===== src/pns_pkg.sv =====
// Shared types, constants and helpers for the peak normalizer.
// Used by every module of the block; depends on nothing else.
`timescale 1ns / 1ps

package pns_pkg;

  // Sample store geometry.
  localparam int STORE_DEPTH = 4096;
  localparam int ADDR_W      = $clog2(STORE_DEPTH);
  localparam int COUNT_W     = ADDR_W + 1;

  // Command queue between the front and the back.
  localparam int QUEUE_DEPTH = 4;
  localparam int QPTR_W      = $clog2(QUEUE_DEPTH);
  localparam int QCNT_W      = QPTR_W + 1;

  // Gain and peak widths.
  localparam int GAIN_W = 30;
  localparam int PEAK_W = 15;
  localparam int REM_W  = PEAK_W + 1;
  localparam int STEP_W = $clog2(GAIN_W);

  // Numerators of the gain division: 128*127 and 32768*32767.
  localparam logic [GAIN_W-1:0] NUM_8  = GAIN_W'(128 * 127);
  localparam logic [GAIN_W-1:0] NUM_16 = GAIN_W'(32768 * 32767);

  // Sample width codes.
  localparam logic MODE_8  = 1'b0;
  localparam logic MODE_16 = 1'b1;

  // Command codes.
  localparam logic CMD_LOAD = 1'b0;
  localparam logic CMD_READ = 1'b1;

  // One input item.
  typedef struct packed {
    logic                cmd;
    logic signed [15:0]  sample_in;
    logic                last_in;
    logic [ADDR_W-1:0]   read_index;
  } in_item_t;

  // One result item.
  typedef struct packed {
    logic signed [15:0]  sample_out;
    logic                index_error;
  } out_item_t;

  // One classified operation, as queued from the front to the back.
  typedef struct packed {
    logic                is_read;
    logic                wr_en;
    logic [ADDR_W-1:0]   addr;
    logic [15:0]         data;
    logic                div_go;
    logic [PEAK_W-1:0]   divisor;
    logic                rd_err;
    logic                rd_scale;
  } op_t;

  // Request from the back to the gain divider.
  typedef struct packed {
    logic                go;
    logic                mode;
    logic [PEAK_W-1:0]   divisor;
  } div_req_t;

  // Interpret a raw 16-bit word as a sample of the given width.
  function automatic logic signed [15:0] sample_ext(input logic [15:0] raw,
                                                    input logic mode);
    logic signed [15:0] val;
    if (mode == MODE_8) begin
      val = {{8{raw[7]}}, raw[7:0]};
    end else begin
      val = raw;
    end
    return val;
  endfunction

endpackage


===== src/pns_front.sv =====
// Front end: accepts commands, tracks set count and peak, and classifies
// each command into a queued operation. Depends on pns_pkg.
`timescale 1ns / 1ps

module pns_front (
  input  logic                  clk,
  input  logic                  rst_n,
  input  logic                  start,
  input  pns_pkg::in_item_t     in_data,
  input  logic                  mode,
  input  logic                  q_full,
  output logic                  push,
  output pns_pkg::op_t          push_op
);

  logic [pns_pkg::COUNT_W-1:0] count_r, count_nxt;
  logic [pns_pkg::PEAK_W-1:0]  peak_r, peak_nxt;
  logic                        closed_r, closed_nxt;

  logic [pns_pkg::COUNT_W-1:0] base_count;
  logic [pns_pkg::PEAK_W-1:0]  base_peak;
  logic                        store_ok;
  logic signed [15:0]          samp;
  logic                        bigger;
  logic [pns_pkg::PEAK_W-1:0]  load_peak;

  assign push = start && !q_full;

  // A load after a closed set opens a new set from empty.
  assign base_count = closed_r ? '0 : count_r;
  assign base_peak  = closed_r ? '0 : peak_r;
  assign store_ok   = (base_count != pns_pkg::COUNT_W'(pns_pkg::STORE_DEPTH));
  assign samp       = pns_pkg::sample_ext(in_data.sample_in, mode);
  assign bigger     = !samp[15] && (samp[pns_pkg::PEAK_W-1:0] > base_peak);
  assign load_peak  = (store_ok && bigger) ? samp[pns_pkg::PEAK_W-1:0] : base_peak;

  // Classify the command and compute the next tracking state.
  always_comb begin
    push_op          = '0;
    push_op.addr     = in_data.read_index;
    count_nxt        = count_r;
    peak_nxt         = peak_r;
    closed_nxt       = closed_r;
    if (in_data.cmd == pns_pkg::CMD_LOAD) begin
      push_op.is_read = 1'b0;
      push_op.wr_en   = store_ok;
      push_op.addr    = base_count[pns_pkg::ADDR_W-1:0];
      push_op.data    = in_data.sample_in;
      push_op.div_go  = in_data.last_in;
      push_op.divisor = (load_peak == '0) ? pns_pkg::PEAK_W'(1) : load_peak;
      count_nxt       = store_ok ? base_count + 1'b1 : base_count;
      peak_nxt        = load_peak;
      closed_nxt      = in_data.last_in;
    end else begin
      push_op.is_read  = 1'b1;
      push_op.rd_err   = ({1'b0, in_data.read_index} >= count_r);
      push_op.rd_scale = closed_r && (peak_r != '0);
    end
  end

  // Tracking state advances on every transfer.
  always_ff @(posedge clk) begin
    if (!rst_n) begin
      count_r  <= '0;
      peak_r   <= '0;
      closed_r <= 1'b0;
    end else if (push) begin
      count_r  <= count_nxt;
      peak_r   <= peak_nxt;
      closed_r <= closed_nxt;
    end
  end

endmodule


===== config.mk =====
export PLATFORM = sky130hd
export DESIGN_NAME = pns_front
export DESIGN_NICKNAME = d
export VERILOG_FILES = /design/src/pns_pkg.sv /design/src/pns_front.sv
export SDC_FILE = /design/constraint.sdc
export NUM_CORES = 1
export LEC_CHECK = 0
export ABC_CLOCK_PERIOD_IN_PS = 2500
export BUFFER_PORTS_ARGS = -buffer_cell sky130_fd_sc_hd__buf_4
export CAP_MARGIN = 10
export CORE_UTILIZATION = 47
export DETAILED_ROUTE_END_ITERATION = 10
export GPL_TIMING_DRIVEN = 1
export PLACE_DENSITY = 0.88
export RECOVER_POWER = 50
export SYNTH_ARGS = -nofsm -noshare
export SYNTH_HDL_FRONTEND = slang
export SYNTH_SLANG_ARGS = --single-unit

===== constraint.sdc =====
create_clock -name clk -period 2.5 [get_ports clk]
set_input_delay 0.125 -clock clk [delete_from_list [all_inputs] [get_ports clk]]
set_output_delay 0.125 -clock clk [all_outputs]
set_load 0.02 [all_outputs]

After elaboration in Yosys (flattened, before gate mapping)
Index checks and enable logic that the tools add are counted.
{ "classes": {"n_reduce_logical": 9, "bitwise": 1, "n_addsub": 1, "n_eq_ne": 1, "magnitude_cmp": 2, "mux": 9} }
{ "ops": {"columns": ["operator", "n"], "rows": [
  ["15-bit two-way mux", 3],
  ["45-bit two-way mux", 1],
  ["13-bit two-way mux", 2],
  ["16-bit two-way mux", 1],
  ["15-bit > comparator", 1],
  ["15-bit logical NOT", 1],
  ["15-bit nonzero test", 1],
  ["13-bit by 1-bit adder with 13-bit output, second input constant", 1],
  ["12-bit by 13-bit greater-or-equal comparator with 1-bit output", 1],
  ["13-bit inequality test, second input constant", 1],
  ["1-bit logical AND", 4],
  ["1-bit logical NOT", 2],
  ["2-bit two-way mux", 1],
  ["2-bit AND reduction", 1],
  ["1-bit two-way mux", 1],
  ["1-bit inverter", 1]
]} }
{ "totals": {"input_bits": 35, "reg_bits": 29, "out_inout_bits": 49} }

Logic depth before layout (Yosys ltp)
Gate-level depths: netlist (run 1).
{ "depth": {"depth_word": 8, "depth_mapped": 12} }

Worst setup path after synthesis (run 1)
Ideal clock, no wire load.
{ "synth_path": {"path_kind": "input to output", "start": "in mode", "end": "out push_op[16] (netlist bit)", "stages": 12, "arrival_time_ps": 2841, "setup_slack_ps": -466, "n_path_buf": 3, "cell_sequence": "buf_2 -> nand2b_1 -> clkbuf_1 -> nand2_1 -> ha_1 -> nand2_1 -> nor3_1 -> o31a_1 -> o31a_1 -> buf_2 -> a21oi_1 -> a311oi_1"} }
{ "synth_rtl": {"columns": ["item", "line_no", "rtl"], "rows": [
  ["from (decl)", "pns_front.sv:10", "input logic mode,"],
  ["to (decl)", "pns_front.sv:13", "output pns_pkg::op_t push_op"]
]} }

==> impl_metrics.csv, run 1 <==
group,metric,value,unit
finish,multi_input_area,0.00262,sq mm
status,violations,"setup timing",
grt,grt_overflow_total,0,
yosys,avgSynthCellArea,6.99,sq um
yosys,yosysTopAreaCell,"dfxtp_1",
yosys,postSynthCellCount,393,
finish,seq_area,582,sq um
yosys,synthFlopType,"dfxtp_1",
detailed_routing,vias,4035,
die,die_x,78.5,microns
clocking,cts_buffer_depth,2,
clocking,cts_tree,"done",
sta,drv_slew,0,
clocking,clkLatencyLatePin,0.31,ns
die,die_y,78.5,microns
pwr,vdd_ir_drop_max,218,uV
yosys,yosysMostFrequentCell,"nand2_1",
yosys,ys_warn_count,0,
detailed_routing,drtIter0Drc,766,
yosys,ys_top_cells_by_count,"nand2_1 (99), dfxtp_1 (29), ha_1 (29)",
place,portBuffers,83,
critical_path,r2r-start,"closed_r",
place,placed_cell_area,0.00391,sq mm
sta,fin_skew,0.00848,ns
place,place_congestion,0.914,
flow_run,maxCapViolCount,0,
detailed_routing,routed_wl,14.3,mm
yosys,yosys-top-cells-area,"dfxtp_1 (21%), nand2_1 (14%), ha_1 (13%)",
sta,max_freq,325,MHz
detailed_routing,antenna_left,0,
critical_path,reg2reg_depth,13,
sta,hold_viol,0,
critical_path,reg2reg_to,"peak_r[13]",
yosys,ys_ff_latch,29,
die,placementRows,27,
yosys,synth_top_area_share,21.1,%
finish,drive_above_1_share,44.9,%
critical_path,critPathMaxFanout,6,
sta,finalCriticalPeriod,3.08,ns
place,place_hpwl,6.97,mm
finish,utilization,85.2,%
sta,max_slew_margin,54.7,%
finish,final_area,0.00475,sq mm
detailed_routing,first_pass_iters,7,
clocking,cts_made_buffers,5,
hold_path,min_to,"peak_r[0]",
critical_path,crit_required,2.38,ns
yosys,netlist_area,0.00275,sq mm
clocking,cts-htree-levels,2,
grt,grt_usage,38.8,%
critical_path,cp.arrival,2.95,ns
pwr,power_density,350,mW/mm^2
yosys,ys_seq_area_share,21.1,%
finish,fillers,282,
critical_path,worstSetupStartpointType,"register",
yosys,synth_edf_count,0,
finish,final_nets,584,
detailed_routing,drc,0,
die,core,0.00557,sq mm
critical_path,crit_type,"reg -> out",
yosys,synth_cell_types,48,
yosys,syn_nets,457,
finish,diodes,0,
place,dp_slack,-0.123,ns
clocking,cts.clk_slew.worst_paths,0.08,ns
clocking,clock-root-buffer,"clkbuf_8",
grt,grt_pass1_vias,3614,
grt,grt_start_max_net_pins,48,
sta,setup-violations-final,24,
hold_path,hp-class,"in -> reg",
detailed_routing,via_per_inst,6.80,
detailed_routing,wire_per_inst,24.1,microns
sta,post-route-period-util,123,%
status,status,"complete, but fails checks",
finish,syn_to_final_growth,72.7,%
critical_path,crit_path_end_kind,"primary output",
pwr,p_leak,2.01,nW
hold_path,hold_start,"in_data[13]",
hold_path,hold_depth,3,
yosys,synth_async_sr_flop_share,0,%
clocking,clock_sinks,29,
die,die_area,0.00616,sq mm
critical_path,startpoint,"closed_r",
critical_path,reg2reg_slack,-0.06,ns
sta,rsz0062_at_grt,"yes",
sta,hold_ws,0.107,ns
grt,antenna_found_initial,0,
die,ioPinCount,84,
die,initial_core_util,49.3,%
sta,tns,-8.24,ns
sta,worst_pin_slew,0.662,ns
sta,fin_ws,-0.577,ns
grt,grt_pass1_wl,18.4,mm
-- area by class of cell --
| cell class | count | share of cell area, % |
|---|---|---|
| well taps | 72 | 1.90 |
| multi-input cells | 314 | 55.3 |
| repair buffers | 146 | 26.9 |
| inverters | 24 | 1.95 |
| flip-flops and latches | 29 | 12.3 |
| clock buffers | 6 | 1.53 |
| clock inverters | 2 | 0.211 |
-- worst max path at each step --
stage | to | slack [ns]
3_5_place_dp | push_op[16] | -0.12
6_report | push_op[3] | -0.58
5_1_grt | push_op[3] | -0.64
2_1_floorplan | push_op[16] | 0.004
4_1_cts | push_op[16] | -0.33
3_3_place_gp | push_op[16] | -0.06
-- worst max-delay path, stage by stage, from the launching register on --
cell	delay (ns)
dfxtp_2	0.37
inv_4	0.06
buf_12	0.14
buf_12	0.13
buf_4	0.14
nand2_4	0.06
ha_4	0.21
nand2_4	0.07
nor3_4	0.04
buf_6	0.11
a211oi_2	0.22
o31a_1	0.31
buf_6	0.19
mux2_4	0.31
nor2_1	0.11
buf_4	0.16
-- cells in the final DEF (no fill, tap or decap), types with 3 or more instances in the layout --
cell      count
a211oi_2      3
a21boi_0      3
a21oi_1      10
a311oi_4      8
and2_1        7
and3_1        3
buf_12        6
buf_4       112
buf_6        25
clkbuf_8      5
dfxtp_1      28
ha_1         15
ha_4         14
inv_1        23
mux2_4        7
nand2_1      84
nand2_2       6
nand2_4       8
nand3_1      10
nand4_1       5
nor2_1       22
nor2_4        7
nor2b_1      14
nor3_1        4
nor3_4        3
nor4_1        5
o21ai_0      12
o22ai_2      12
o31ai_1       9
xor2_1        5
-- timing repair --
| action | 4_1_cts | 5_1_grt |
|---|---|---|
| pin swaps | 25 | 21 |
| buffers inserted | 10 | 9 |
| hold buffers | 0 | 0 |
| gates cloned | 2 | 1 |
| setup endpoints to repair | 18 | 33 |
| gates resized for setup | 71 | 41 |
-- routing by layer --
layer,GRT usage [%],share of wire [%],wire length [microns],up-vias
met5,0,0,0,-
met4,18.3,8.1,1170,0
met3,6.98,13,1800,147
met2,68.1,45,6430,435
met1,45.5,34,4900,1827
li1,-,-,-,1626
-- power breakdown --
part | internal (W) | leakage [nW] | switching (W) | total [W]
combinational | 0.000350 | 1.73 | 0.000417 | 0.000767
clock | 0.000193 | 0.0450 | 0.000223 | 0.000416
sequential | 0.000469 | 0.235 | 0.00000920 | 0.000478
-- sequential cells by signal, indices dropped and copies added, names as in the netlist --
| register | cells |
|---|---|
| peak_r | 15 |
| closed_r | 1 |
| count_r | 13 |
-- stage by stage --
step / instances / total power (W)
global placement: 568 / 0.00103
global route: 593 / 0.00169
finish: 593 / 0.00166
floorplan: 393 / 0.000822
CTS: 588 / 0.00152
detailed placement: 568 / 0.00105
-- cells by family (layout without fill, tap and decap cells) --
kind of cell    Yosys count  after routing  share of synthesized area, %
compound gates           77             77                          19.1
xor+xnor                  7              7                          2.23
fa+ha+maj                29             29                          13.2
buf+inv                  50            178                          7.83
flops                    29             29                          21.1
mux                       7              7                          2.87
simple gates            194            194                          33.7
Note: power is estimated with default switching activity, not from simulation.
==> run 2, diff against run 1 <==
- RECOVER_POWER: 50 -> unset
==> impl_metrics.csv, run 2 (synthesis results as in run 1) <==
group,metric,value,unit
finish,utilization,85.2,%
sta,hold_viol,0,
sta,max_freq,326,MHz
detailed_routing,drc,0,
finish,final_cell_mix,"buf_4 (113), nand2_1 (84), dfxtp_1 (28), buf_6 (25), inv_1 (23)",
die,die_y,78.5,microns
hold_path,hp-class,"in -> reg",
clocking,clock_sinks,29,
detailed_routing,routed_wl,14.3,mm
pwr,power_density,348,mW/mm^2
grt,grt_start_max_net_pins,48,
sta,worst_pin_slew,0.665,ns
detailed_routing,first_pass_iters,6,
clocking,hold_buffers,0,
place,dp_cells,568,
finish,largestRegisters,"peak_r (15), count_r (13), closed_r (1)",
grt,grt_pass1_wl,18.4,mm
sta,rsz0062_at_grt,"yes",
clocking,cts_made_buffers,5,
sta,fin_skew,0.00956,ns
finish,final_nets,584,
place,place_congestion,0.914,
status,violations,"setup timing",
finish,diodes,0,
detailed_routing,via_per_inst,6.85,
die,placementRows,27,
sta,drv_slew,0,
grt,grt_usage,38.8,%
grt,grt_pass1_vias,3614,
critical_path,crit_type,"reg -> out",
die,initial_core_util,49.3,%
sta,max_slew_margin,54.5,%
grt,antenna_found_initial,0,
finish,top_register,"peak_r",
die,die_area,0.00616,sq mm
place,placed_cell_area,0.00391,sq mm
clocking,cts.clk_slew.worst_paths,0.07,ns
finish,final_common_cell,"buf_4",
die,die_x,78.5,microns
sta,setup-violations-final,20,
critical_path,critPathMaxFanout,6,
detailed_routing,drtIter0Drc,764,
place,portBuffers,83,
hold_path,hold_depth,3,
die,ioPinCount,84,
detailed_routing,wire_per_inst,24.1,microns
pwr,p_total,0.00165,W
flow_run,maxCapViolCount,0,
critical_path,crit_path_end_kind,"primary output",
detailed_routing,vias,4060,
finish,largest_reg_flops,15,
sta,post-route-period-util,123,%
critical_path,reg2reg_slack,-0.07,ns
critical_path,crit_required,2.38,ns
clocking,cts_tree,"done",
sta,fin_ws,-0.569,ns
grt,grt_overflow_total,0,
critical_path,worstSetupStartpointType,"register",
finish,drive_above_1_share,45.1,%
clocking,clkLatencyLatePin,0.30,ns
sta,hold_ws,0.115,ns
hold_path,min_to,"peak_r[0]",
critical_path,reg2reg_to,"peak_r[13]",
clocking,cts-htree-levels,2,
finish,syn_to_final_growth,72.8,%
place,place_hpwl,6.97,mm
die,core,0.00557,sq mm
clocking,cts_buffer_depth,2,
critical_path,cp.arrival,2.94,ns
detailed_routing,antenna_left,0,
pwr,p_leak,2.01,nW
clocking,clock-root-buffer,"clkbuf_8",
finish,final_cells,593,
hold_path,hold_start,"in_data[13]",
status,status,"complete, but fails checks",
finish,fillers,280,
sta,finalCriticalPeriod,3.07,ns
critical_path,reg2reg_depth,13,
pwr,vdd_ir_drop_max,218,uV
critical_path,r2r-start,"closed_r",
finish,final_area,0.00475,sq mm
## run 2: changes by cell type in the layout (fill, tap and decap cells not counted)
cell,previous run,this run
clkbuf_1,2,1
buf_4,112,113
## run 2: layer usage
metal,up-vias,share of wire (%),GRT usage [%]
li1,1624,-,-
met4,0,8.3,18.3
met3,156,12,6.98
met1,1845,34,45.5
met5,-,0,0
met2,435,45,68.1
## run 2: how the worst max path moves through the flow
stage	from	end	slack (ns)
floorplan	closed_r	push_op[16]	0.004
global placement	closed_r	push_op[16]	-0.06
finish	closed_r	push_op[3]	-0.57
global route	closed_r	push_op[3]	-0.64
CTS	closed_r	push_op[16]	-0.33
detailed placement	closed_r	push_op[16]	-0.12
## run 2: timing repair
action,CTS,global route
setup buffers,10,9
pin swaps,25,21
setup endpoints to repair,18,33
cloned,2,1
gates resized for setup,71,41
## run 2: critical path, stage by stage, from the launching register on
cell and delay (ns):
dfxtp_2 0.36, inv_4 0.06, buf_12 0.14, buf_12 0.13
buf_4 0.14, nand2_4 0.06, ha_4 0.21, nand2_4 0.07
nor3_4 0.04, buf_6 0.11, a211oi_2 0.22, o31a_1 0.31
buf_6 0.19, mux2_4 0.31, nor2_1 0.12, buf_4 0.16
## run 2: final cells by class
class | instances | area, sq um | area share (%)
repair buffers | 146 | 1280 | 26.9
inverters | 24 | 92.6 | 1.95
clock inverters | 2 | 10.0 | 0.211
clock buffers | 6 | 72.6 | 1.53
well taps | 72 | 90.1 | 1.90
flip-flops and latches | 29 | 582 | 12.2
multi-input cells | 314 | 2620 | 55.2
## run 2: where the power goes
group	leakage [nW]	switching (W)	internal, W
sequential	0.235	0.00000933	0.000469
clock	0.0450	0.000215	0.000193
combinational	1.73	0.000415	0.000351
total	2.01	0.000639	0.00101
## run 2: per-stage QoR
stage | worst slack, ns | TNS (ns)
after detailed placement | -0.123 | -1.02
after global placement | -0.0613 | -0.445
final | -0.569 | -8.11
after CTS | -0.330 | -4.52
after floorplan | 0.00368 | 0
after global routing | -0.637 | -10.08
