==> config.mk <==
export PLATFORM = sky130hd
export DESIGN_NAME = pns_queue
export DESIGN_NICKNAME = d
export VERILOG_FILES = /design/src/pns_pkg.sv /design/src/pns_queue.sv
export SDC_FILE = /design/constraint.sdc
export NUM_CORES = 1
export LEC_CHECK = 0
export ABC_AREA = 1
export BUFFER_PORTS_ARGS = -buffer_cell sky130_fd_sc_hd__buf_2
export CAP_MARGIN = 20
export CELL_PAD_IN_SITES_DETAIL_PLACEMENT = 0
export CELL_PAD_IN_SITES_GLOBAL_PLACEMENT = 1
export CORE_ASPECT_RATIO = 1.25
export CORE_UTILIZATION = 51
export DETAILED_ROUTE_END_ITERATION = 8
export PLACE_DENSITY = 0.87
export SLEW_MARGIN = 20
export SYNTH_ARGS = -nofsm -noshare
export SYNTH_HDL_FRONTEND = slang
export SYNTH_SLANG_ARGS = --single-unit
==> constraint.sdc <==
create_clock -name clk -period 4.2 [get_ports clk]
set_clock_uncertainty 0.05 [all_clocks]
set_input_delay 0.21 -clock clk [delete_from_list [all_inputs] [get_ports clk]]
set_output_delay 0.21 -clock clk [all_outputs]
set_load 0.03 [all_outputs]
==> src/pns_pkg.sv <==
// Shared types, constants and helpers for the peak normalizer.
// Used by every module of the block; depends on nothing else.
`timescale 1ns / 1ps

package pns_pkg;

  // Sample store geometry.
  localparam int STORE_DEPTH = 4096;
  localparam int ADDR_W      = $clog2(STORE_DEPTH);
  localparam int COUNT_W     = ADDR_W + 1;

  // Command queue between the front and the back.
  localparam int QUEUE_DEPTH = 4;
  localparam int QPTR_W      = $clog2(QUEUE_DEPTH);
  localparam int QCNT_W      = QPTR_W + 1;

  // Gain and peak widths.
  localparam int GAIN_W = 30;
  localparam int PEAK_W = 15;
  localparam int REM_W  = PEAK_W + 1;
  localparam int STEP_W = $clog2(GAIN_W);

  // Numerators of the gain division: 128*127 and 32768*32767.
  localparam logic [GAIN_W-1:0] NUM_8  = GAIN_W'(128 * 127);
  localparam logic [GAIN_W-1:0] NUM_16 = GAIN_W'(32768 * 32767);

  // Sample width codes.
  localparam logic MODE_8  = 1'b0;
  localparam logic MODE_16 = 1'b1;

  // Command codes.
  localparam logic CMD_LOAD = 1'b0;
  localparam logic CMD_READ = 1'b1;

  // One input item.
  typedef struct packed {
    logic                cmd;
    logic signed [15:0]  sample_in;
    logic                last_in;
    logic [ADDR_W-1:0]   read_index;
  } in_item_t;

  // One result item.
  typedef struct packed {
    logic signed [15:0]  sample_out;
    logic                index_error;
  } out_item_t;

  // One classified operation, as queued from the front to the back.
  typedef struct packed {
    logic                is_read;
    logic                wr_en;
    logic [ADDR_W-1:0]   addr;
    logic [15:0]         data;
    logic                div_go;
    logic [PEAK_W-1:0]   divisor;
    logic                rd_err;
    logic                rd_scale;
  } op_t;

  // Request from the back to the gain divider.
  typedef struct packed {
    logic                go;
    logic                mode;
    logic [PEAK_W-1:0]   divisor;
  } div_req_t;

  // Interpret a raw 16-bit word as a sample of the given width.
  function automatic logic signed [15:0] sample_ext(input logic [15:0] raw,
                                                    input logic mode);
    logic signed [15:0] val;
    if (mode == MODE_8) begin
      val = {{8{raw[7]}}, raw[7:0]};
    end else begin
      val = raw;
    end
    return val;
  endfunction

endpackage

==> src/pns_queue.sv <==
// Short operation queue that decouples the front from the back.
// Depends on pns_pkg for the operation type and depth.
`timescale 1ns / 1ps

module pns_queue (
  input  logic           clk,
  input  logic           rst_n,
  input  logic           push,
  input  pns_pkg::op_t   push_op,
  input  logic           pop,
  output pns_pkg::op_t   head_op,
  output logic           empty,
  output logic           full
);

  pns_pkg::op_t               slots_r [pns_pkg::QUEUE_DEPTH];
  logic [pns_pkg::QPTR_W-1:0] wptr_r;
  logic [pns_pkg::QPTR_W-1:0] rptr_r;
  logic [pns_pkg::QCNT_W-1:0] cnt_r;

  assign head_op = slots_r[rptr_r];
  assign empty   = (cnt_r == '0);
  assign full    = (cnt_r == pns_pkg::QCNT_W'(pns_pkg::QUEUE_DEPTH));

  // Entry storage.
  always_ff @(posedge clk) begin
    if (push) begin
      slots_r[wptr_r] <= push_op;
    end
  end

  // Pointers and fill level.
  always_ff @(posedge clk) begin
    if (!rst_n) begin
      wptr_r <= '0;
      rptr_r <= '0;
      cnt_r  <= '0;
    end else begin
      if (push) begin
        wptr_r <= wptr_r + 1'b1;
      end
      if (pop) begin
        rptr_r <= rptr_r + 1'b1;
      end
      if (push && !pop) begin
        cnt_r <= cnt_r + 1'b1;
      end else if (pop && !push) begin
        cnt_r <= cnt_r - 1'b1;
      end
    end
  end

endmodule

Word level (Yosys, flattened, before mapping):

Memories as Yosys holds them, arrays and structs flattened. A register that Yosys moved wholly into a read port is not among the register bits.
Cells that the tools add are included.

* output and inout port bits: 50
* bits in registers: 7
* memory bits (writable): 192
* ROM bits: 0
* memories kept: 1
* input bits: 52
* logic and storage cells: 21
* latch bits: 0

Memories
* slots_r: depth 4, bits a word 48, read ports 1, clocked after memory_dff 1, write ports 1, RTL line pns_queue.sv:16 `pns_pkg::op_t slots_r [pns_pkg::QUEUE_DEPTH];`

* add/sub/neg operators: 4
* bitwise gates (word level): 0
* reductions and logical operators: 6
* divide/modulo/power cells: 0
* shift operators: 0
* multiplexer cells: 6
* equal/unequal tests: 1
* $lt $le $gt $ge: 0
* $mul: 0

Operators by type and width (number)
* $mux W3: 2
* $add A2 B1 Y2 const B: 2
* $mux W2: 2
* $add A3 B1 Y3 const B: 1
* $eq A3 B3 Y1 const B: 1
* $logic_not A3 Y1: 1
* $sub A3 B1 Y3 const B: 1
* $logic_and A1 B1 Y1: 2
* $logic_not A1 Y1: 2
* $mux W1: 2
* $reduce_bool A2 Y1: 1

Depth between registers and ports, before layout:

Gate-level depths: netlist of the first run.

* word-level depth: 4
* depth in mapped cells: 10
* depth with buffers taken out: 10

Least setup slack after synthesis of the first run:

No wires, ideal clock.

* path kind: reg2reg
* start: register wptr_r[0] in the netlist's numbering
* end: memory slots_r[2][0] in the netlist's numbering, enable pin
* path buffers: 0
* setup time: 402 ps
* arrival: 1527 ps
* slack: 2220 ps
* data required time: 3748 ps
* cell stages (with the launch flop): 5
* period minus slack after synthesis: 1980 ps
* cells stage by stage: dfxtp_1 -> inv_1 -> ha_1 -> nand2_1 -> inv_1

RTL lines
* start: declaration: RTL line pns_queue.sv:17 `logic [pns_pkg::QPTR_W-1:0] wptr_r;`
* start signal: assignment: RTL line pns_queue.sv:40 `wptr_r <= wptr_r + 1'b1;`
* end: declaration: RTL line pns_queue.sv:16

Straight into the memory's write port.

==> results of run 1 <==
[power groups by stage]
stage | Sequential [mW] | Clock [mW] | Combinational, mW
2_1_floorplan | 2.35 | 0 | 0.343
3_3_place_gp | 2.38 | 0 | 0.453
3_5_place_dp | 2.38 | 0 | 0.462
4_1_cts | 2.34 | 1.76 | 0.500
5_1_grt | 2.35 | 1.85 | 0.535
6_report | 2.34 | 1.74 | 0.497
[stage by stage]
| stage | hold WS, ns | instances | cell area, sq um | power, mW |
|---|---|---|---|---|
| 5_1_grt | 0.0471 | 858 | 9290 | 4.73 |
| 3_5_place_dp | 0.379 | 774 | 8150 | 2.84 |
| 6_report | 0.0379 | 858 | 9290 | 4.58 |
| 2_1_floorplan | 0.259 | 523 | 7620 | 2.69 |
| 3_3_place_gp | 0.369 | 774 | 8140 | 2.83 |
| 4_1_cts | 0.0215 | 858 | 9290 | 4.60 |
[flip-flops by register name, indices dropped and copies added (netlist names), named ones only]
name,cells
cnt_r,3
rptr_r,2
wptr_r,2
slots_r,192
[cell usage after synthesis, types with 2 or more instances]
cell type and count:
nor2_1 91, buf_6 6, nand2_1 9, o22ai_1 48, dfxtp_1 9, edfxtp_1 192, nor2_2 10, buf_2 8
buf_12 2, o21ai_1 9, clkbuf_1 4, ha_1 5, o21ai_0 93, buf_4 3, a21oi_1 4, nor3_1 2
inv_1 15, clkbuf_4 3, clkbuf_2 5
[cell type report]
class	instances	area [sq um]
clock buffers	27	558
clock inverters	8	97.6
fillers	1092	5180
inverters	17	71.3
multi-input cells	274	1370
flip-flops and latches	201	5950
well taps	178	223
repair buffers	153	1020
[cell families (layout without fill, tap and decap cells)]
group	after synthesis	in the layout
flops	201	201
compound gates	154	154
simple gates	114	114
buf+inv	48	205
fa+ha+maj	6	6
[tightest hold or removal path: cells and delay by family]
kind | cells | cell delay (ns)
buffers and inverters | 2 | 0.21
and+or+nand+nor | 2 | 0.10
[path summary, 6_finish.rpt]
check	cells past startpoint	endpoint	from
max	4	head_op[42]	flip-flop
min	4	flip-flop	pop
max reg2reg	5	slots_r[0][43]	wptr_r[0]
min reg2reg	1	flip-flop	rptr_r[1]
[metal layers]
metal / GRT usage [%] / wire length [um] / up-vias
met5: 0 / 0 / -
met3: 3.37 / 867 / 26
met2: 33.2 / 7420 / 151
met4: 5.97 / 303 / 0
li1: - / - / 2237
met1: 24.8 / 6300 / 2301
==> results.sh, run 1 <==
export IMPL_utilization_pct=64.2
export IMPL_io_buffers=101
export IMPL_synth_top_cell_by_area="edfxtp_1"
export IMPL_cts_resized_gates=0
export IMPL_drt_pass1_iter_count=6
export IMPL_fmax_mhz=342
export IMPL_setup_viol=0
export IMPL_cts_htree_levels=1
export IMPL_finalWirelength_um=14900
export IMPL_synthArstFlopShare_pct=0
export IMPL_syn_mean_instance_area_sq_um=14.6
export IMPL_rows=49
export IMPL_crit_chain="inv_6, o21ai_0, o22ai_1, buf_2"
export IMPL_antenna_found_initial=0
export IMPL_p_switching_mw=1.08
export IMPL_r2r_slack_ns=2.12
export IMPL_power_internal_mw=3.50
export IMPL_cts_setup_buffers=0
export IMPL_ys_flop_type="edfxtp_1"
export IMPL_yosys_warnings=0
export IMPL_drcViolationCount=18
export IMPL_hold_buffers=49
export IMPL_viasPerCell=5.50
export IMPL_min_path_type="in -> reg"
export IMPL_power_leakage_nw=3.32
export IMPL_grt_pass1_wl_um=23400
export IMPL_dp_slack_ns=1.78
export IMPL_ir_drop_uv=290
export IMPL_layout_setup_ws_ns=1.28
export IMPL_critical_path_class="reg -> out"
export IMPL_synth_top_family_by_area="compound AO/OA/AOI/OAI gates"
export IMPL_clock_power_share_pct=38.1
export IMPL_fin_setup_tns_ns=0
export IMPL_period_share_pct=69.6
export IMPL_swShare_pct=23.6
export IMPL_clk_latency_ns=0.47
export IMPL_die_area_sq_um=15400
export IMPL_syn_area_sq_um=7620
export IMPL_initial_core_util_pct=52.7
export IMPL_place_congestion=0.722
export IMPL_synthSimpleGateAreaFrac_pct=6.03
export IMPL_nets=725
export IMPL_wl_per_cell_um=17.4
export IMPL_cts_sinks=201
export IMPL_synth_compound_area_share_pct=10.9
export IMPL_ant_nets=0
export IMPL_grt_pass1_vias=4594
export IMPL_drt_iter0_markers=328
export IMPL_track_usage_pct=19.2
export IMPL_path_max_fanout=97
export IMPL_numCtsBuffers=20
export IMPL_worstPathArrival_ns=2.66
export IMPL_synth_area_top_cells="edfxtp_1 76%, o21ai_0 6.1%, nor2_1 4.5%"
export IMPL_synthAdderAreaFrac_pct=1.08
export IMPL_synth_cell_types=24
export IMPL_violations="DRC"
export IMPL_clock_path_buffers=3
export IMPL_final_common_cell="edfxtp_1"
export IMPL_cts_root_buf="clkbuf_16"
export IMPL_die_y_um=139
export IMPL_pwr_share_seq_pct=51.1
export IMPL_layout_min_cycle_time_ns=2.92
export IMPL_synth_xor_area_share_pct=0
export IMPL_maxSlewViolCount=0
export IMPL_num_vias=4715
export IMPL_crit_family="flip-flops"
export IMPL_core_area_sq_um=14500
export IMPL_cp_start_kind="flip-flop"
export IMPL_status="complete, but fails checks"
export IMPL_cap_violations=0
export IMPL_grt_max_degree=98
export IMPL_drive_above_1_share_pct=21.9
export IMPL_crit_required_ns=3.94
export IMPL_muxShareOfSynthArea_pct=0
export IMPL_cts_tree="built"
export IMPL_maxSlewHeadroom_pct=35.6
export IMPL_syn2layout_area_growth_pct=21.9
export IMPL_worst_path_max_delay_cell="dfxtp_4"
export IMPL_p_comb_share_pct=10.8
export IMPL_endpoint_kind="primary output"
export IMPL_ioPinCount=102
export IMPL_rsz0062_at_grt="false"
export IMPL_antenna_cells=0
export IMPL_power_density_nw_per_um2=493
export IMPL_worstMarginPinSlew_ns=0.966
export IMPL_ys_ff_latch=201
export IMPL_critPathMaxStageDelay_ns=0.97
export IMPL_synth_top_area_share_pct=75.7
export IMPL_final_cell_mix="192 x edfxtp_1, 101 x buf_2, 93 x o21ai_0, 91 x nor2_1, 49 x dlygate4sd3_1"
export IMPL_synth_edf_count=192
export IMPL_post_dp_hpwl_um=8010
export IMPL_gr_total_overflow=0
export IMPL_synth_fp_nets=581
export IMPL_clk_pin_slew_worst_paths_ns=0.06
export IMPL_hold_viol=0
export IMPL_dieWidth_um=111
export IMPL_syn_inst=523
export IMPL_ys_seq_area_share_pct=78.0
export IMPL_critPathBufInv=2
No activity file was read; power rests on OpenSTA's default activity.
==> run 2: changes to the inputs <==
Settings changed: CORE_UTILIZATION 51 to 47, PLACE_DENSITY 0.87 to 0.82.
Clock period 4.2 ns to 2.9 ns, I/O delays scaled along.
==> run 2 against run 1 <==
Against the previous run: the run now ends clean; hold slack better by 0.32 ns; combinational power grew 53%; non-clock buffer count increased by 7; sequential share of layout area is 0.87 points lower; sequential power up 44%; worst setup slack lost 0.96 ns; global-route usage down 1.5 points; wire length up 2.6%; first-iteration DRC count up 1.8%; largest cell class unchanged.
==> results.sh, run 2 (same netlist as run 1, synthesis figures left out) <==
export IMPL_status="finished clean"
export IMPL_syn2layout_area_growth_pct=23.6
export IMPL_ir_drop_uv=339
export IMPL_top_regs="slots_r: 192 flops, cnt_r: 3 flops"
export IMPL_place_congestion=0.752
export IMPL_final_cell_mix="192 x edfxtp_1, 101 x buf_2, 93 x o21ai_0, 91 x nor2_1, 51 x dlygate4sd3_1"
export IMPL_drt_iter0_markers=334
export IMPL_io_buffers=101
export IMPL_ioPinCount=102
export IMPL_critical_path_class="reg -> out"
export IMPL_swShare_pct=23.9
export IMPL_worstMarginPinSlew_ns=0.835
export IMPL_drt_pass1_iter_count=5
export IMPL_drcViolationCount=0
export IMPL_num_vias=4695
export IMPL_cts_sinks=201
export IMPL_power_mw=6.64
export IMPL_numCtsBuffers=20
export IMPL_grt_pass1_vias=4474
export IMPL_fin_setup_tns_ns=0
export IMPL_min_to="slots_r[2][37]"
export IMPL_clock_power_share_pct=37.9
export IMPL_cts_root_buf="clkbuf_16"
export IMPL_cts_htree_levels=1
export IMPL_initial_core_util_pct=48.5
export IMPL_die_y_um=144
export IMPL_min_path_type="in -> reg"
export IMPL_post_dp_cell_area_sq_um=8260
export IMPL_r2r_end="slots_r[2][42]"
export IMPL_hold_start="push_op[37]"
export IMPL_antenna_found_initial=0
export IMPL_dp_slack_ns=0.840
export IMPL_antenna_cells=0
export IMPL_p_comb_share_pct=11.5
export IMPL_critPathBufInv=2
export IMPL_dieWidth_um=116
export IMPL_cts_resized_gates=0
export IMPL_crit_required_ns=2.71
export IMPL_largest_register="slots_r"
export IMPL_cts_tree="built"
export IMPL_whs_path_depth=2
export IMPL_die_area_sq_um=16700
export IMPL_path_max_fanout=96
export IMPL_clock_path_buffers=3
export IMPL_reg2reg_from="wptr_r[0]"
export IMPL_largest_reg_flops=192
export IMPL_hold_viol=0
export IMPL_nets=732
export IMPL_crit_chain="inv_6, o21ai_0, o22ai_1, buf_2"
export IMPL_final_common_cell="edfxtp_1"
export IMPL_fmax_mhz=386
export IMPL_final_area_sq_um=9420
export IMPL_crit_family="buffers and inverters"
export IMPL_layout_min_cycle_time_ns=2.59
export IMPL_reg2reg_depth=5
export IMPL_maxSlewHeadroom_pct=44.2
export IMPL_n_fill_cell=1251
export IMPL_r2r_slack_ns=1.14
export IMPL_viasPerCell=5.22
export IMPL_worstPathArrival_ns=2.39
export IMPL_grt_pass1_wl_um=22600
export IMPL_cts_setup_buffers=0
export IMPL_cp_start_kind="flip-flop"
export IMPL_grt_max_degree=97
export IMPL_rsz0062_at_grt="false"
export IMPL_track_usage_pct=17.8
export IMPL_period_share_pct=89.3
export IMPL_power_density_nw_per_um2=705
export IMPL_rows=51
export IMPL_p_switching_mw=1.59
export IMPL_core_area_sq_um=15700
export IMPL_worst_path_max_delay_cell="inv_6"
export IMPL_gr_total_overflow=0
export IMPL_pwr_share_seq_pct=50.7
export IMPL_endpoint_kind="primary output"
export IMPL_critPathMaxStageDelay_ns=0.59
export IMPL_clk_pin_slew_worst_paths_ns=0.06
export IMPL_cap_violations=0
export IMPL_setup_viol=0
export IMPL_wl_per_cell_um=17.0
export IMPL_finalWirelength_um=15300
export IMPL_hold_buffers=51
export IMPL_power_internal_mw=5.05
export IMPL_ant_nets=0
export IMPL_maxSlewViolCount=0
export IMPL_layout_setup_ws_ns=0.312
export IMPL_power_leakage_nw=3.37
export IMPL_clk_latency_ns=0.48
export IMPL_post_dp_hpwl_um=8440
export IMPL_drive_above_1_share_pct=23.1
==> run 2: cell types whose count changed in the layout (fill, tap and decap cells not counted), sizes merged <==
cell | before | now
clkinvlp | 0 | 1
dlygate4sd3 | 49 | 51
inv | 17 | 18
clkbuf | 27 | 23
buf | 104 | 109
clkinv | 6 | 8
==> run 2: worst reg2reg max path: stages, from the launching register on <==
cell     delay [ns]
dfxtp_1        0.33
inv_1          0.13
ha_1           0.16
nand2_1        0.06
inv_2          0.43
buf_12         0.30
==> run 2: power groups by stage <==
stage	combinational, mW	clock (mW)	sequential (mW)
floorplan	0.497	0	3.40
finish	0.761	2.51	3.36
global placement	0.697	0	3.42
global route	0.823	2.66	3.37
CTS	0.769	2.55	3.36
detailed placement	0.713	0	3.42
==> run 2: per-layer routing <==
metal | vias up | global-route usage, % | share of wire [%]
met4 | 0 | 5.26 | 1.5
met5 | - | 0 | 0
met2 | 134 | 30.8 | 50
met3 | 28 | 3.60 | 5.8
met1 | 2279 | 22.5 | 42
li1 | 2254 | - | -
==> run 2: worst max-delay path by stage <==
stage / start / end / slack [ns] / depth (start not counted)
2_1_floorplan: wptr_r[0] / slots_r[2][0] / 0.92 / 4
4_1_cts: flip-flop / head_op[45] / 0.29 / 4
3_5_place_dp: flip-flop / head_op[11] / 0.84 / 4
3_3_place_gp: flip-flop / head_op[2] / 0.89 / 4
5_1_grt: flip-flop / head_op[2] / 0.15 / 4
6_report: flip-flop / head_op[45] / 0.31 / 4
==> run 2: area by class of cell <==
cell class | count | area (sq um) | share of cell area (%)
sequential | 201 | 5950 | 63.2
multi-input combinational | 274 | 1370 | 14.6
timing repair buffer | 160 | 1110 | 11.8
clock buffer | 23 | 533 | 5.66
tap | 212 | 265 | 2.82
clock inverter | 12 | 115 | 1.22
inverter | 17 | 68.8 | 0.731
==> run 2: stage by stage <==
step / cells / hold slack, ns / utilization [%]
detailed placement: 813 / 0.311 / 52.6
finish: 899 / 0.359 / 60.0
floorplan: 523 / 0.194 / -
global placement: 813 / 0.307 / 52.6
global route: 899 / 0.361 / 60.0
CTS: 899 / 0.349 / 60.0
